[config.mk]
export PLATFORM = sky130hd
export DESIGN_NAME = axis_angle_command_parser_core
export DESIGN_NICKNAME = d
export VERILOG_FILES = /design/src/sv/aacp_pkg.sv /design/src/sv/axis_angle_command_parser_core.sv /design/src/sv/aacp_front.sv /design/src/sv/aacp_queue.sv /design/src/sv/aacp_exec.sv /design/src/sv/aacp_finish.sv
export SDC_FILE = /design/constraint.sdc
export NUM_CORES = 1
export LEC_CHECK = 0
export BUFFER_PORTS_ARGS = -buffer_cell sky130_fd_sc_hd__buf_2
export CAP_MARGIN = 30
export CORE_MARGIN = 1
export CORE_UTILIZATION = 59
export DETAILED_ROUTE_END_ITERATION = 16
export GPL_TIMING_DRIVEN = 0
export PLACE_DENSITY = 0.75
export SYNTH_ARGS = -nofsm -noshare
export SYNTH_HDL_FRONTEND = slang
export SYNTH_SLANG_ARGS = --single-unit
[constraint.sdc]
create_clock -name clock -period 7.6 [get_ports clock]
set_clock_uncertainty 0.2 [all_clocks]
set_input_delay 0.76 -clock clock [delete_from_list [all_inputs] [get_ports clock]]
set_output_delay 0.76 -clock clock [all_outputs]
set_load 0.01 [all_outputs]
[src/sv/aacp_pkg.sv]
// Shared types, constants and fixed-point helpers for the axis angle command parser.
// Used by every module of the parser; depends on nothing else.
package aacp_pkg;

   // Default for the number of fraction digits kept, and its upper limit
   localparam int FRACTION_DIGITS_DEFAULT = 3;
   localparam int FRAC_MAX                = 6;

   // Depth of the byte queue between front and back
   localparam int QUEUE_DEPTH_DEFAULT = 2;

   // Value range and datapath widths
   localparam int VALUE_LIMIT = 1000000;
   localparam int ACC_CAP     = 1000001;
   localparam int ACC_W       = 20;
   localparam int ACC_STEP_W  = 24;
   localparam int MAG_W       = 20;
   localparam int Z_W         = 21;
   localparam int SCALE_W     = 3;
   localparam int DIGIT_W     = 4;

   // ASCII codes the parser reacts to
   localparam logic [7:0] CHAR_Z     = 8'h5A;
   localparam logic [7:0] CHAR_X     = 8'h58;
   localparam logic [7:0] CHAR_POINT = 8'h2E;
   localparam logic [7:0] CHAR_MINUS = 8'h2D;
   localparam logic [7:0] CHAR_ZERO  = 8'h30;
   localparam logic [7:0] CHAR_NINE  = 8'h39;

   typedef enum logic [2:0] {
      CHR_DIGIT,
      CHR_MINUS,
      CHR_POINT,
      CHR_X,
      CHR_Z,
      CHR_OTHER
   } chr_class_type;

   typedef enum logic [1:0] {
      FIELD_NONE,
      FIELD_Z,
      FIELD_X
   } field_type;

   typedef struct packed {
      logic [7:0] char_in;
      logic       is_last;
   } aacp_req_type;

   typedef struct packed {
      logic signed [Z_W-1:0] z_value;
      logic                  z_valid;
      logic [MAG_W-1:0]      x_value;
      logic                  x_valid;
      logic                  parse_error;
   } aacp_rsp_type;

   // Classified byte, as it travels through the queue
   typedef struct packed {
      chr_class_type        cls;
      logic [DIGIT_W-1:0]   digit;
      logic                 is_last;
   } aacp_token_type;

   // Parser state captured on the last byte of a command
   typedef struct packed {
      logic                  err;
      field_type             field;
      logic [ACC_W-1:0]      acc;
      logic [SCALE_W-1:0]    scale;
      logic                  neg;
      logic signed [Z_W-1:0] held_z;
   } aacp_snap_type;

   // Power of ten for the missing fraction digits
   function automatic logic [MAG_W-1:0] pow_ten(input logic [SCALE_W-1:0] k);
      logic [MAG_W-1:0] p;
      case (k)
         3'd0:    p = MAG_W'(1);
         3'd1:    p = MAG_W'(10);
         3'd2:    p = MAG_W'(100);
         3'd3:    p = MAG_W'(1000);
         3'd4:    p = MAG_W'(10000);
         3'd5:    p = MAG_W'(100000);
         3'd6:    p = MAG_W'(1000000);
         default: p = MAG_W'(1);
      endcase
      return p;
   endfunction

   // Largest accumulator value that stays within the limit after scaling
   function automatic logic [MAG_W-1:0] limit_quot(input logic [SCALE_W-1:0] k);
      logic [MAG_W-1:0] q;
      case (k)
         3'd0:    q = MAG_W'(1000000);
         3'd1:    q = MAG_W'(100000);
         3'd2:    q = MAG_W'(10000);
         3'd3:    q = MAG_W'(1000);
         3'd4:    q = MAG_W'(100);
         3'd5:    q = MAG_W'(10);
         3'd6:    q = MAG_W'(1);
         default: q = MAG_W'(1000000);
      endcase
      return q;
   endfunction

   // Scale the accumulator to output units (thousandths by default); saturate at limit
   function automatic logic [MAG_W-1:0] field_mag(input logic [ACC_W-1:0] acc,
                                                  input logic [SCALE_W-1:0] k);
      logic [ACC_W+MAG_W-1:0] prod;
      logic [MAG_W-1:0]       mag;
      prod = acc * pow_ten(k);
      if (MAG_W'(acc) > limit_quot(k)) begin
         mag = MAG_W'(VALUE_LIMIT);
      end else begin
         mag = prod[MAG_W-1:0];
      end
      return mag;
   endfunction

   // Apply the sign to a magnitude
   function automatic logic signed [Z_W-1:0] apply_sign(input logic [MAG_W-1:0] mag,
                                                       input logic neg);
      logic signed [Z_W-1:0] m;
      m = signed'({1'b0, mag});
      return neg ? -m : m;
   endfunction

endpackage

[src/sv/axis_angle_command_parser_core.sv]
// Axis angle command parser, top level.
// Takes an ASCII command such as Z-12.5X30.25 one byte per beat and returns, on
// the last byte, a signed Z and an optional unsigned X, in thousandths by default.
// Input channel: req_data beats are taken at an edge with push high and full low.
// A small front end classifies each byte and writes it to a short queue; the
// parser core drains the queue at one byte per cycle unless a last byte waits.
// Result channel: the oldest result sits on rsp_data while empty is low and
// is taken at an edge with pop high. Only bytes marked last produce a result.
// Throughput: one byte per cycle while the finish stage has room, set by the
// combinational multiply-by-ten accumulate in the parser core.
// Path: a last byte goes from the queue through the snapshot register of the
// finish stage, is scaled there, and lands in the result register (empty low).
// Stall: while the result register and the scaling stage are both occupied and
// no result is popped, a last byte waits at the head of the queue and holds
// back the bytes behind it; full rises only when the queue fills.
// Reset: synchronous; clears the queue, the parser state and both result
// stages, leaving the parser waiting for a leading Z.
// Depends on aacp_pkg, aacp_front, aacp_queue, aacp_exec, aacp_finish.
module axis_angle_command_parser_core #(
   parameter int FRACTION_DIGITS = aacp_pkg::FRACTION_DIGITS_DEFAULT,
   parameter int QUEUE_DEPTH     = aacp_pkg::QUEUE_DEPTH_DEFAULT
) (
   input  logic                   clock,
   input  logic                   reset,
   input  logic                   push,
   output logic                   full,
   input  aacp_pkg::aacp_req_type req_data,
   output logic                   empty,
   input  logic                   pop,
   output aacp_pkg::aacp_rsp_type rsp_data
);
   import aacp_pkg::*;

   aacp_token_type wr_tok, rd_tok;
   logic           tok_valid, tok_take;
   logic           snap_valid, snap_ready;
   aacp_snap_type  snap;

   // Classify incoming bytes
   aacp_front u_front (
      .req_data (req_data),
      .token    (wr_tok)
   );

   // Decouple byte intake from the parser core
   aacp_queue #(
      .DEPTH (QUEUE_DEPTH)
   ) u_queue (
      .clock    (clock),
      .reset    (reset),
      .wr_valid (push),
      .wr_full  (full),
      .wr_data  (wr_tok),
      .rd_valid (tok_valid),
      .rd_take  (tok_take),
      .rd_data  (rd_tok)
   );

   // Walk the command
   aacp_exec #(
      .FRACTION_DIGITS (FRACTION_DIGITS)
   ) u_exec (
      .clock      (clock),
      .reset      (reset),
      .tok_valid  (tok_valid),
      .tok_take   (tok_take),
      .tok        (rd_tok),
      .snap_valid (snap_valid),
      .snap_ready (snap_ready),
      .snap       (snap)
   );

   // Scale and hold results
   aacp_finish u_finish (
      .clock      (clock),
      .reset      (reset),
      .snap_valid (snap_valid),
      .snap_ready (snap_ready),
      .snap       (snap),
      .pop        (pop),
      .empty      (empty),
      .rsp_data   (rsp_data)
   );

   // An error result carries no valid angle
   assert property (@(posedge clock) disable iff (reset)
      (!empty && rsp_data.parse_error) |-> (!rsp_data.z_valid && !rsp_data.x_valid))
      else $error("error result marked valid");

   // X is only valid together with Z
   assert property (@(posedge clock) disable iff (reset)
      (!empty && rsp_data.x_valid) |-> rsp_data.z_valid)
      else $error("x_valid without z_valid");

   // Z stays within the saturation limits
   assert property (@(posedge clock) disable iff (reset)
      !empty |-> (rsp_data.z_value <= Z_W'(VALUE_LIMIT)
                  && rsp_data.z_value >= -Z_W'(VALUE_LIMIT)))
      else $error("z_value out of range");

   // X stays within the saturation limit
   assert property (@(posedge clock) disable iff (reset)
      !empty |-> (rsp_data.x_value <= MAG_W'(VALUE_LIMIT)))
      else $error("x_value out of range");

endmodule

[src/sv/aacp_front.sv]
// Front end of the angle command parser: classifies each received byte.
// Depends on aacp_pkg.
module aacp_front (
   input  aacp_pkg::aacp_req_type   req_data,
   output aacp_pkg::aacp_token_type token
);
   import aacp_pkg::*;

   // Sort the byte into the classes the parser acts on
   always_comb begin
      token.is_last = req_data.is_last;
      token.digit   = DIGIT_W'(req_data.char_in - CHAR_ZERO);
      if (req_data.char_in inside {[CHAR_ZERO:CHAR_NINE]}) begin
         token.cls = CHR_DIGIT;
      end else begin
         case (req_data.char_in)
            CHAR_MINUS: token.cls = CHR_MINUS;
            CHAR_POINT: token.cls = CHR_POINT;
            CHAR_X:     token.cls = CHR_X;
            CHAR_Z:     token.cls = CHR_Z;
            default:    token.cls = CHR_OTHER;
         endcase
      end
   end

endmodule

[src/sv/aacp_queue.sv]
// Short queue of classified bytes between the front end and the parser core.
// Depends on aacp_pkg.
module aacp_queue #(
   parameter int DEPTH = aacp_pkg::QUEUE_DEPTH_DEFAULT
) (
   input  logic                     clock,
   input  logic                     reset,
   input  logic                     wr_valid,
   output logic                     wr_full,
   input  aacp_pkg::aacp_token_type wr_data,
   output logic                     rd_valid,
   input  logic                     rd_take,
   output aacp_pkg::aacp_token_type rd_data
);
   import aacp_pkg::*;

   localparam int PtrW = (DEPTH < 2) ? 1 : $clog2(DEPTH);
   localparam int CntW = $clog2(DEPTH + 1);

   aacp_token_type      slot_ff [DEPTH];
   logic [PtrW-1:0]     wr_ptr_ff, wr_ptr_in;
   logic [PtrW-1:0]     rd_ptr_ff, rd_ptr_in;
   logic [CntW-1:0]     count_ff, count_in;
   logic                push_ok, pop_ok;

   assign wr_full  = (count_ff == CntW'(DEPTH));
   assign rd_valid = (count_ff != '0);
   assign rd_data  = slot_ff[rd_ptr_ff];
   assign push_ok  = wr_valid && !wr_full;
   assign pop_ok   = rd_take && rd_valid;

   // Advance pointers and count
   always_comb begin
      wr_ptr_in = wr_ptr_ff;
      rd_ptr_in = rd_ptr_ff;
      count_in  = count_ff;
      if (push_ok) begin
         wr_ptr_in = (wr_ptr_ff == PtrW'(DEPTH - 1)) ? '0 : wr_ptr_ff + 1'b1;
      end
      if (pop_ok) begin
         rd_ptr_in = (rd_ptr_ff == PtrW'(DEPTH - 1)) ? '0 : rd_ptr_ff + 1'b1;
      end
      case ({push_ok, pop_ok})
         2'b10:   count_in = count_ff + 1'b1;
         2'b01:   count_in = count_ff - 1'b1;
         default: count_in = count_ff;
      endcase
   end

   always_ff @(posedge clock) begin
      if (reset) begin
         wr_ptr_ff <= '0;
         rd_ptr_ff <= '0;
         count_ff  <= '0;
      end else begin
         wr_ptr_ff <= wr_ptr_in;
         rd_ptr_ff <= rd_ptr_in;
         count_ff  <= count_in;
      end
   end

   // Store the incoming beat
   always_ff @(posedge clock) begin
      if (push_ok) begin
         slot_ff[wr_ptr_ff] <= wr_data;
      end
   end

endmodule

[src/sv/aacp_exec.sv]
// Parser core: walks the command one classified byte a cycle, holding a last
// byte for finish room, then hands off a state snapshot. Depends on aacp_pkg.
module aacp_exec #(
   parameter int FRACTION_DIGITS = aacp_pkg::FRACTION_DIGITS_DEFAULT
) (
   input  logic                     clock,
   input  logic                     reset,
   input  logic                     tok_valid,
   output logic                     tok_take,
   input  aacp_pkg::aacp_token_type tok,
   output logic                     snap_valid,
   input  logic                     snap_ready,
   output aacp_pkg::aacp_snap_type  snap
);
   import aacp_pkg::*;

   localparam int FracUsed = (FRACTION_DIGITS > FRAC_MAX) ? FRAC_MAX : FRACTION_DIGITS;
   localparam int FracW    = (FracUsed < 1) ? 1 : $clog2(FracUsed + 1);

   logic                  at_start_ff, at_start_in;
   field_type             field_ff, field_in;
   logic [ACC_W-1:0]      acc_ff, acc_in;
   logic                  neg_ff, neg_in;
   logic                  point_ff, point_in;
   logic [FracW-1:0]      frac_ff, frac_in;
   logic signed [Z_W-1:0] held_z_ff, held_z_in;
   logic                  err_ff, err_in;
   logic [ACC_STEP_W-1:0] acc_wide;
   logic [ACC_W-1:0]      acc_step;
   logic signed [Z_W-1:0] z_now;

   // Hold a last byte until the finish stage has room
   assign tok_take   = tok_valid && (!tok.is_last || snap_ready);
   assign snap_valid = tok_valid && tok.is_last;

   // Multiply-by-ten accumulate, saturated just above the limit
   always_comb begin
      acc_wide = (ACC_STEP_W'(acc_ff) << 3) + (ACC_STEP_W'(acc_ff) << 1)
               + ACC_STEP_W'(tok.digit);
      acc_step = (acc_wide > ACC_STEP_W'(ACC_CAP)) ? ACC_W'(ACC_CAP) : acc_wide[ACC_W-1:0];
   end

   // Signed Z value of the field closed by an X
   assign z_now = apply_sign(field_mag(acc_ff, SCALE_W'(FracUsed) - SCALE_W'(frac_ff)),
                             neg_ff);

   always_comb begin
      at_start_in = at_start_ff;
      field_in    = field_ff;
      acc_in      = acc_ff;
      neg_in      = neg_ff;
      point_in    = point_ff;
      frac_in     = frac_ff;
      held_z_in   = held_z_ff;
      err_in      = err_ff;
      if (tok_valid && !err_ff) begin
         if (field_ff == FIELD_NONE) begin
            // Command must open with Z
            if (tok.cls == CHR_Z) begin
               field_in    = FIELD_Z;
               at_start_in = 1'b1;
            end else begin
               err_in = 1'b1;
            end
         end else begin
            at_start_in = 1'b0;
            case (tok.cls)
               CHR_DIGIT: begin
                  if (!point_ff) begin
                     acc_in = acc_step;
                  end else if (frac_ff < FracW'(FracUsed)) begin
                     acc_in  = acc_step;
                     frac_in = frac_ff + 1'b1;
                  end
               end
               CHR_MINUS: begin
                  if (field_ff == FIELD_Z && at_start_ff) begin
                     neg_in = 1'b1;
                  end else begin
                     err_in = 1'b1;
                  end
               end
               CHR_POINT: begin
                  if (point_ff) begin
                     err_in = 1'b1;
                  end else begin
                     point_in = 1'b1;
                  end
               end
               CHR_X: begin
                  // Close the Z field and start the X field
                  if (field_ff == FIELD_Z) begin
                     held_z_in = z_now;
                     acc_in    = '0;
                     neg_in    = 1'b0;
                     point_in  = 1'b0;
                     frac_in   = '0;
                     field_in  = FIELD_X;
                  end else begin
                     err_in = 1'b1;
                  end
               end
               default: err_in = 1'b1;
            endcase
         end
      end

      // Capture the finished command
      snap.err    = err_in || (field_in == FIELD_NONE);
      snap.field  = field_in;
      snap.acc    = acc_in;
      snap.scale  = SCALE_W'(FracUsed) - SCALE_W'(frac_in);
      snap.neg    = neg_in;
      snap.held_z = held_z_in;

      // Clear everything once the last byte has gone through
      if (tok_take && tok.is_last) begin
         at_start_in = 1'b1;
         field_in    = FIELD_NONE;
         acc_in      = '0;
         neg_in      = 1'b0;
         point_in    = 1'b0;
         frac_in     = '0;
         held_z_in   = '0;
         err_in      = 1'b0;
      end
   end

   // Advance only on a consumed beat
   always_ff @(posedge clock) begin
      if (reset) begin
         at_start_ff <= 1'b1;
         field_ff    <= FIELD_NONE;
         acc_ff      <= '0;
         neg_ff      <= 1'b0;
         point_ff    <= 1'b0;
         frac_ff     <= '0;
         held_z_ff   <= '0;
         err_ff      <= 1'b0;
      end else if (tok_take) begin
         at_start_ff <= at_start_in;
         field_ff    <= field_in;
         acc_ff      <= acc_in;
         neg_ff      <= neg_in;
         point_ff    <= point_in;
         frac_ff     <= frac_in;
         held_z_ff   <= held_z_in;
         err_ff      <= err_in;
      end
   end

endmodule

[src/sv/aacp_finish.sv]
// Finish stage: scales the captured field to output units (thousandths by
// default) and holds the result until it is popped. Depends on aacp_pkg.
module aacp_finish (
   input  logic                    clock,
   input  logic                    reset,
   input  logic                    snap_valid,
   output logic                    snap_ready,
   input  aacp_pkg::aacp_snap_type snap,
   input  logic                    pop,
   output logic                    empty,
   output aacp_pkg::aacp_rsp_type  rsp_data
);
   import aacp_pkg::*;

   logic             fin_valid_ff, fin_valid_in;
   aacp_snap_type    fin_ff;
   logic             out_valid_ff, out_valid_in;
   aacp_rsp_type     out_ff, out_in;
   logic             move, rsp_take, snap_take;
   logic [MAG_W-1:0] mag;

   assign rsp_take   = pop && out_valid_ff;
   assign move       = fin_valid_ff && (!out_valid_ff || rsp_take);
   assign snap_ready = !fin_valid_ff || move;
   assign snap_take  = snap_valid && snap_ready;
   assign empty      = !out_valid_ff;
   assign rsp_data   = out_ff;

   assign mag = field_mag(fin_ff.acc, fin_ff.scale);

   // Build the result from the captured state
   always_comb begin
      out_in = '0;
      if (!fin_ff.err) begin
         out_in.z_valid = 1'b1;
         if (fin_ff.field == FIELD_X) begin
            out_in.z_value = fin_ff.held_z;
            out_in.x_value = mag;
            out_in.x_valid = 1'b1;
         end else begin
            out_in.z_value = apply_sign(mag, fin_ff.neg);
         end
      end else begin
         out_in.parse_error = 1'b1;
      end
   end

   always_comb begin
      fin_valid_in = (fin_valid_ff && !move) || snap_take;
      out_valid_in = (out_valid_ff && !rsp_take) || move;
   end

   always_ff @(posedge clock) begin
      if (reset) begin
         fin_valid_ff <= 1'b0;
         out_valid_ff <= 1'b0;
      end else begin
         fin_valid_ff <= fin_valid_in;
         out_valid_ff <= out_valid_in;
      end
   end

   // Load payload registers on their handshakes
   always_ff @(posedge clock) begin
      if (snap_take) begin
         fin_ff <= snap;
      end
      if (move) begin
         out_ff <= out_in;
      end
   end

endmodule
==> results.yml, run 1 <==
status:
  outcome: "finished, violations left"
  violations: "negative setup slack"
synth:
  synth_cell_types: 94
  async_flop_share_pct: 0
  ys_warn_count: 0
  syn_area_mm2: 0.0200
  synth_common_cells: "339 x inv_1, 285 x ha_1, 185 x nand2_1, 168 x fa_1, 138 x nor2_1"
  synth_top_cell_by_area: "ha_1"
  yosys_register_bits: 163
  synth_flop_cell: "edfxtp_1"
  synth_area_leaders: "ha_1 18%, fa_1 17%, edfxtp_1 16%, inv_1 6.4%, dfxtp_1 5.6%"
  ys_seq_area_share_pct: 21.6
  syn_avg_cell_area_um2: 9.19
  yosys.area.top_type_share_pct: 17.8
  synth_cells: 2181
  synth_enable_flop_cells: 107
  synth_most_common_cell: "inv_1"
  syn_nets: 2647
worst_setup_path:
  rr_endpoint: "u_finish.fin_ff[18]"
  cp.arrival_ns: 7.85
  crit_type: "flip-flop to flip-flop"
  slowest_stage: "fa_1"
  rrSetupSlack_ns: -0.27
  path_max_fanout: 9
  max_stage_delay_ns: 0.54
  r2r_cells: 26
  cp-end-kind: "flip-flop"
  start_kind: "flip-flop"
  crit-reg2reg-launch: "u_exec.acc_ff[4]"
  crit_required_ns: 7.58
  cpMostUsedCell: "fa_1"
cts:
  cts-hold-fix-buffers: 0
  root_buffer: "clkbuf_16"
  path_clk_slew_ns: 0.07
  cts_tree: "built"
  cts_sinks: 163
  numCtsBuffers: 17
  insertion_delay_ns: 0.43
  htreeDepth: 4
  clock_path_buffers: 2
sta:
  min_period_ns: 7.87
  maxSlewViolCount: 0
  fmax_ghz: 0.127
  worst_slew_pin_slew_ns: 0.906
  setup_viol: 10
  report.final.hold_viol_count: 0
  fin_ws_ns: -0.266
  rsz0062_at_grt: "true"
  period_share_pct: 103
  relSlewSlack_pct: 39.1
run:
  cap_viol_max_count: 0
placed_design:
  gp_congestion: 0.955
  port_buffers: 57
  place_hpwl_um: 41100
  place_ws_ns: -1.21
die:
  fp-row-count: 67
  coreArea_mm2: 0.0334
  start_util_pct: 59.9
  dieHeight_um: 186
  ioPinCount: 59
  die-width_um: 186
  fp.dieArea_mm2: 0.0347
routing:
  dr.pass1.iters: 5
  ant_nets: 0
  drt-initial-drc-count: 1333
  viasPerCell: 5.93
  totalWireLength_um: 53600
  wl_per_cell_um: 19.2
  drc_errors: 0
  vias: 16600
final_layout:
  final_util_pct: 69.6
  syn_to_final_growth_pct: 16.2
  diodes: 0
  drive_gt1_share_pct: 16.1
  nets: 2803
grt:
  grt_usage_pct: 31.0
  grt_pass1_wl_um: 83700
  grt_pass1_vias: 16500
  antenna_found_initial: 0
  grt_max_degree: 38
  gr-total-overflow: 0
min_path:
  worstHoldEndpoint: "u_exec.held_z_ff[19]"
  hold_start: "u_exec.held_z_ff[19]"
  hold_path_class: "flip-flop to flip-flop"
  whs_path_depth: 2
## registers in the layout (all words and copies together), names as in the netlist, 2 cells and up, named ones only
register           flops
u_exec.acc_ff         20
u_finish.fin_ff       47
u_exec.held_z_ff      21
u_exec.field_ff        2
u_queue.count_ff       2
u_finish.rsp_data     44
u_queue.slot_ff       16
u_exec.frac_ff         2
## layout make-up
cell class	instances	area, um^2
multi-input cells	1611	15200
clock buffers	19	433
fillers	2519	10200
well taps	448	561
flip-flops and latches	163	4340
inverters	340	1300
plain buffers	62	335
clock inverters	13	110
repair buffers	142	1040
## critical path, delay by kind of cell, from the launching register on
family | cells | cell delay (ns)
AOI/OAI and AO/OA | 5 | 1.26
xor gates and xnor gates | 2 | 0.32
and+or+nand+nor | 3 | 0.73
DFF | 1 | 0.48
adders and majority gates | 8 | 3.39
muxes | 1 | 0.27
buffers and inverters | 7 | 0.96
## layout by cell type (no fill, tap or decap), types with 18 or more instances in the layout
cell	Yosys	layout
inv_1	339	327
ha_1	285	246
nand2_1	185	179
fa_1	168	161
nor2_1	138	132
and2_1	113	108
edfxtp_1	107	107
buf_4	2	71
o21ai_0	77	69
a21oi_1	72	65
buf_2	4	62
xnor2_1	68	59
dfxtp_1	56	54
clkbuf_1	53	43
ha_4	0	30
a21o_1	29	29
a22o_1	29	29
nor3_1	30	27
xor2_1	28	22
and3_1	22	21
nand2b_1	21	21
nand3_1	20	20
clkbuf_16	0	19
a211oi_1	24	18
## per-stage QoR
stage,instance area [um^2],TNS [ns],hold slack [ns],std cells
after floorplan,20200,-0.0325,0.224,2181
after global placement,21000,-23.67,0.234,2686
after detailed placement,21100,-26.62,0.241,2688
after CTS,22400,-3.12,0.252,2764
after global routing,23300,-3.83,0.281,2798
final,23300,-1.24,0.256,2798
## cells by family (layout without fill, tap and decap cells)
family | after synthesis | in the layout | synth area share [%]
AND/OR/NAND/NOR | 639 | 639 | 16.4
adder cells (fa/ha/maj) | 453 | 453 | 34.6
buffers and inverters | 407 | 576 | 7.85
AO/OA/AOI/OAI | 397 | 397 | 13.9
flip-flops | 163 | 163 | 21.6
XOR/XNOR | 97 | 97 | 4.31
multiplexers | 25 | 25 | 1.37
## metal layers
layer	track usage [%]	wire [um]	vias to the layer above
met5	0	0	-
met1	38.6	21900	8081
met3	3.68	3090	134
met4	12.6	2110	0
met2	54.5	26500	622
li1	-	-	7757
## how the worst max path moves through the flow
stage | cells after the start | to | startpoint
2_1_floorplan | 29 | u_finish.fin_ff[20] | u_exec.frac_ff[1]
3_3_place_gp | 26 | u_finish.fin_ff[20] | u_exec.frac_ff[0]
3_5_place_dp | 26 | u_finish.fin_ff[20] | u_exec.frac_ff[0]
4_1_cts | 29 | u_finish.fin_ff[19] | u_exec.frac_ff[0]
5_1_grt | 30 | u_finish.fin_ff[18] | u_exec.frac_ff[0]
6_report | 26 | u_finish.fin_ff[18] | u_exec.acc_ff[4]
## timing repair
item	4_1_cts	5_1_grt
pin swaps	53	73
resized for setup	79	128
setup endpoints to repair	39	35
setup buffers	46	36
cloned	0	1
Power of run 1 is not shown: default switching activity piles up to over one toggle a cycle in this logic, so the estimate is an artifact.
==> run 2: changes to the inputs <==
Settings changed: CELL_PAD_IN_SITES_DETAIL_PLACEMENT set to 0, CELL_PAD_IN_SITES_GLOBAL_PLACEMENT set to 1, CORE_UTILIZATION 59 to 46, CTS_CLUSTER_SIZE set to 8.
==> results.yml, run 2 (synthesis results as in run 1) <==
routing:
  viasPerCell: 5.50
  dr.pass1.iters: 5
  ant_nets: 0
  vias: 16100
  drt-initial-drc-count: 923
  totalWireLength_um: 54800
  drc_errors: 0
  wl_per_cell_um: 18.7
sta:
  report.final.hold_viol_count: 0
  setup_viol: 10
  fin_ws_ns: -0.332
  min_period_ns: 7.93
  relSlewSlack_pct: 32.7
  maxSlewViolCount: 0
  worst_slew_pin_slew_ns: 1.00
  fmax_ghz: 0.126
  period_share_pct: 104
  rsz0062_at_grt: "true"
worst_setup_path:
  slowest_stage: "or4b_4"
  crit_required_ns: 7.58
  cp.arrival_ns: 7.91
  start_kind: "flip-flop"
  cp-end-kind: "flip-flop"
  path_max_fanout: 5
  crit_type: "flip-flop to flip-flop"
  max_stage_delay_ns: 0.54
  cpMostUsedCell: "fa_1"
die:
  fp.dieArea_mm2: 0.0444
  start_util_pct: 46.6
  dieHeight_um: 211
  ioPinCount: 59
  die-width_um: 211
  fp-row-count: 76
  coreArea_mm2: 0.0430
grt:
  antenna_found_initial: 0
  grt_use_met3_pct: 2.35
  gr-total-overflow: 0
  grt_max_degree: 38
  grt_usage_pct: 25.1
  grt_pass1_wl_um: 87700
  use_met2_pct: 43.9
  gr-usage-met1_pct: 33.5
  busiest_layer: "met2"
  grt_pass1_vias: 16200
placed_design:
  post_dp_cell_area_mm2: 0.0213
  place_hpwl_um: 42800
  gp_congestion: 0.895
  place_ws_ns: -1.34
  port_buffers: 57
cts:
  clock_path_buffers: 2
  numCtsBuffers: 17
  cts-hold-fix-buffers: 0
  path_clk_slew_ns: 0.07
  cts_tree: "built"
  root_buffer: "clkbuf_16"
  cts_sinks: 163
  insertion_delay_ns: 0.44
  htreeDepth: 4
status:
  outcome: "finished, violations left"
  violations: "negative setup slack"
final_layout:
  largest_reg_flops: 47
  layout_common_cells: "324 x inv_1, 248 x ha_1, 179 x nand2_1, 162 x fa_1, 133 x nor2_1"
  final_common_cell: "inv_1"
  ff_latch_area_mm2: 0.00434
  fillCellCount: 3978
  drive_gt1_share_pct: 15.8
  reg_top3: "u_finish.fin_ff x47, u_finish.rsp_data x44, u_exec.held_z_ff x21"
  multi_input_area_mm2: 0.0151
  nets: 2802
  regMostFlops: "u_finish.fin_ff"
  syn_to_final_growth_pct: 16.9
  final_area_mm2: 0.0234
min_path:
  hold_path_class: "flip-flop to flip-flop"
run:
  cap_viol_max_count: 0
## run 2: path summary, 6_finish.rpt
path | from | endpoint | slack [ns] | cells after the start
worst max register to register | u_exec.frac_ff[1] | u_finish.fin_ff[19] | -0.33 | 30
worst min-delay path | u_exec.held_z_ff[16] | u_exec.held_z_ff[16] | 0.25 | 2
worst max-delay path | u_exec.frac_ff[1] | u_finish.fin_ff[19] | -0.33 | 30
worst min register to register | u_exec.held_z_ff[16] | u_exec.held_z_ff[16] | 0.25 | 2
## run 2: what timing repair did
item	4_1_cts	5_1_grt
resized for setup	76	118
setup buffers	45	34
cloned	0	1
setup endpoints to repair	39	30
pin swaps	54	90
## run 2: final cells by class
type	instances	share of cell area [%]
Sequential cell	163	18.5
Inverter	340	5.55
Tap cell	585	3.13
Multi-Input combinational cell	1611	64.4
Clock inverter	15	0.903
Clock buffer	17	1.82
Timing Repair Buffer	140	4.16
Antenna cell	1	0.0107
Buffer	63	1.45
## run 2: layer usage
metal | part of all wire (%) | routed length (um)
met1 | 45 | 24900
met2 | 49 | 27100
met3 | 3.2 | 1730
met4 | 2.0 | 1110
met5 | 0 | 0
## run 2: critical path: cells and delay by family, from the launching register on
family | cells | cell delay (ns)
buffers and inverters | 9 | 0.70
DFF | 1 | 0.40
AOI/OAI and AO/OA | 8 | 1.95
adders and majority gates | 9 | 3.39
xor gates and xnor gates | 1 | 0.15
and+or+nand+nor | 3 | 0.87
## run 2: metrics by stage
| step | setup TNS [ns] | hold slack (ns) | utilization, % | std cells |
|---|---|---|---|---|
| finish | -1.93 | 0.254 | 54.5 | 2935 |
| global route | -4.42 | 0.277 | 54.5 | 2934 |
| CTS | -2.96 | 0.254 | 52.6 | 2902 |
| detailed placement | -30.74 | 0.242 | 49.5 | 2826 |
| global placement | -28.57 | 0.234 | 49.3 | 2823 |
| floorplan | -0.0325 | 0.224 | - | 2181 |
Power of run 2 is left out for the same reason.
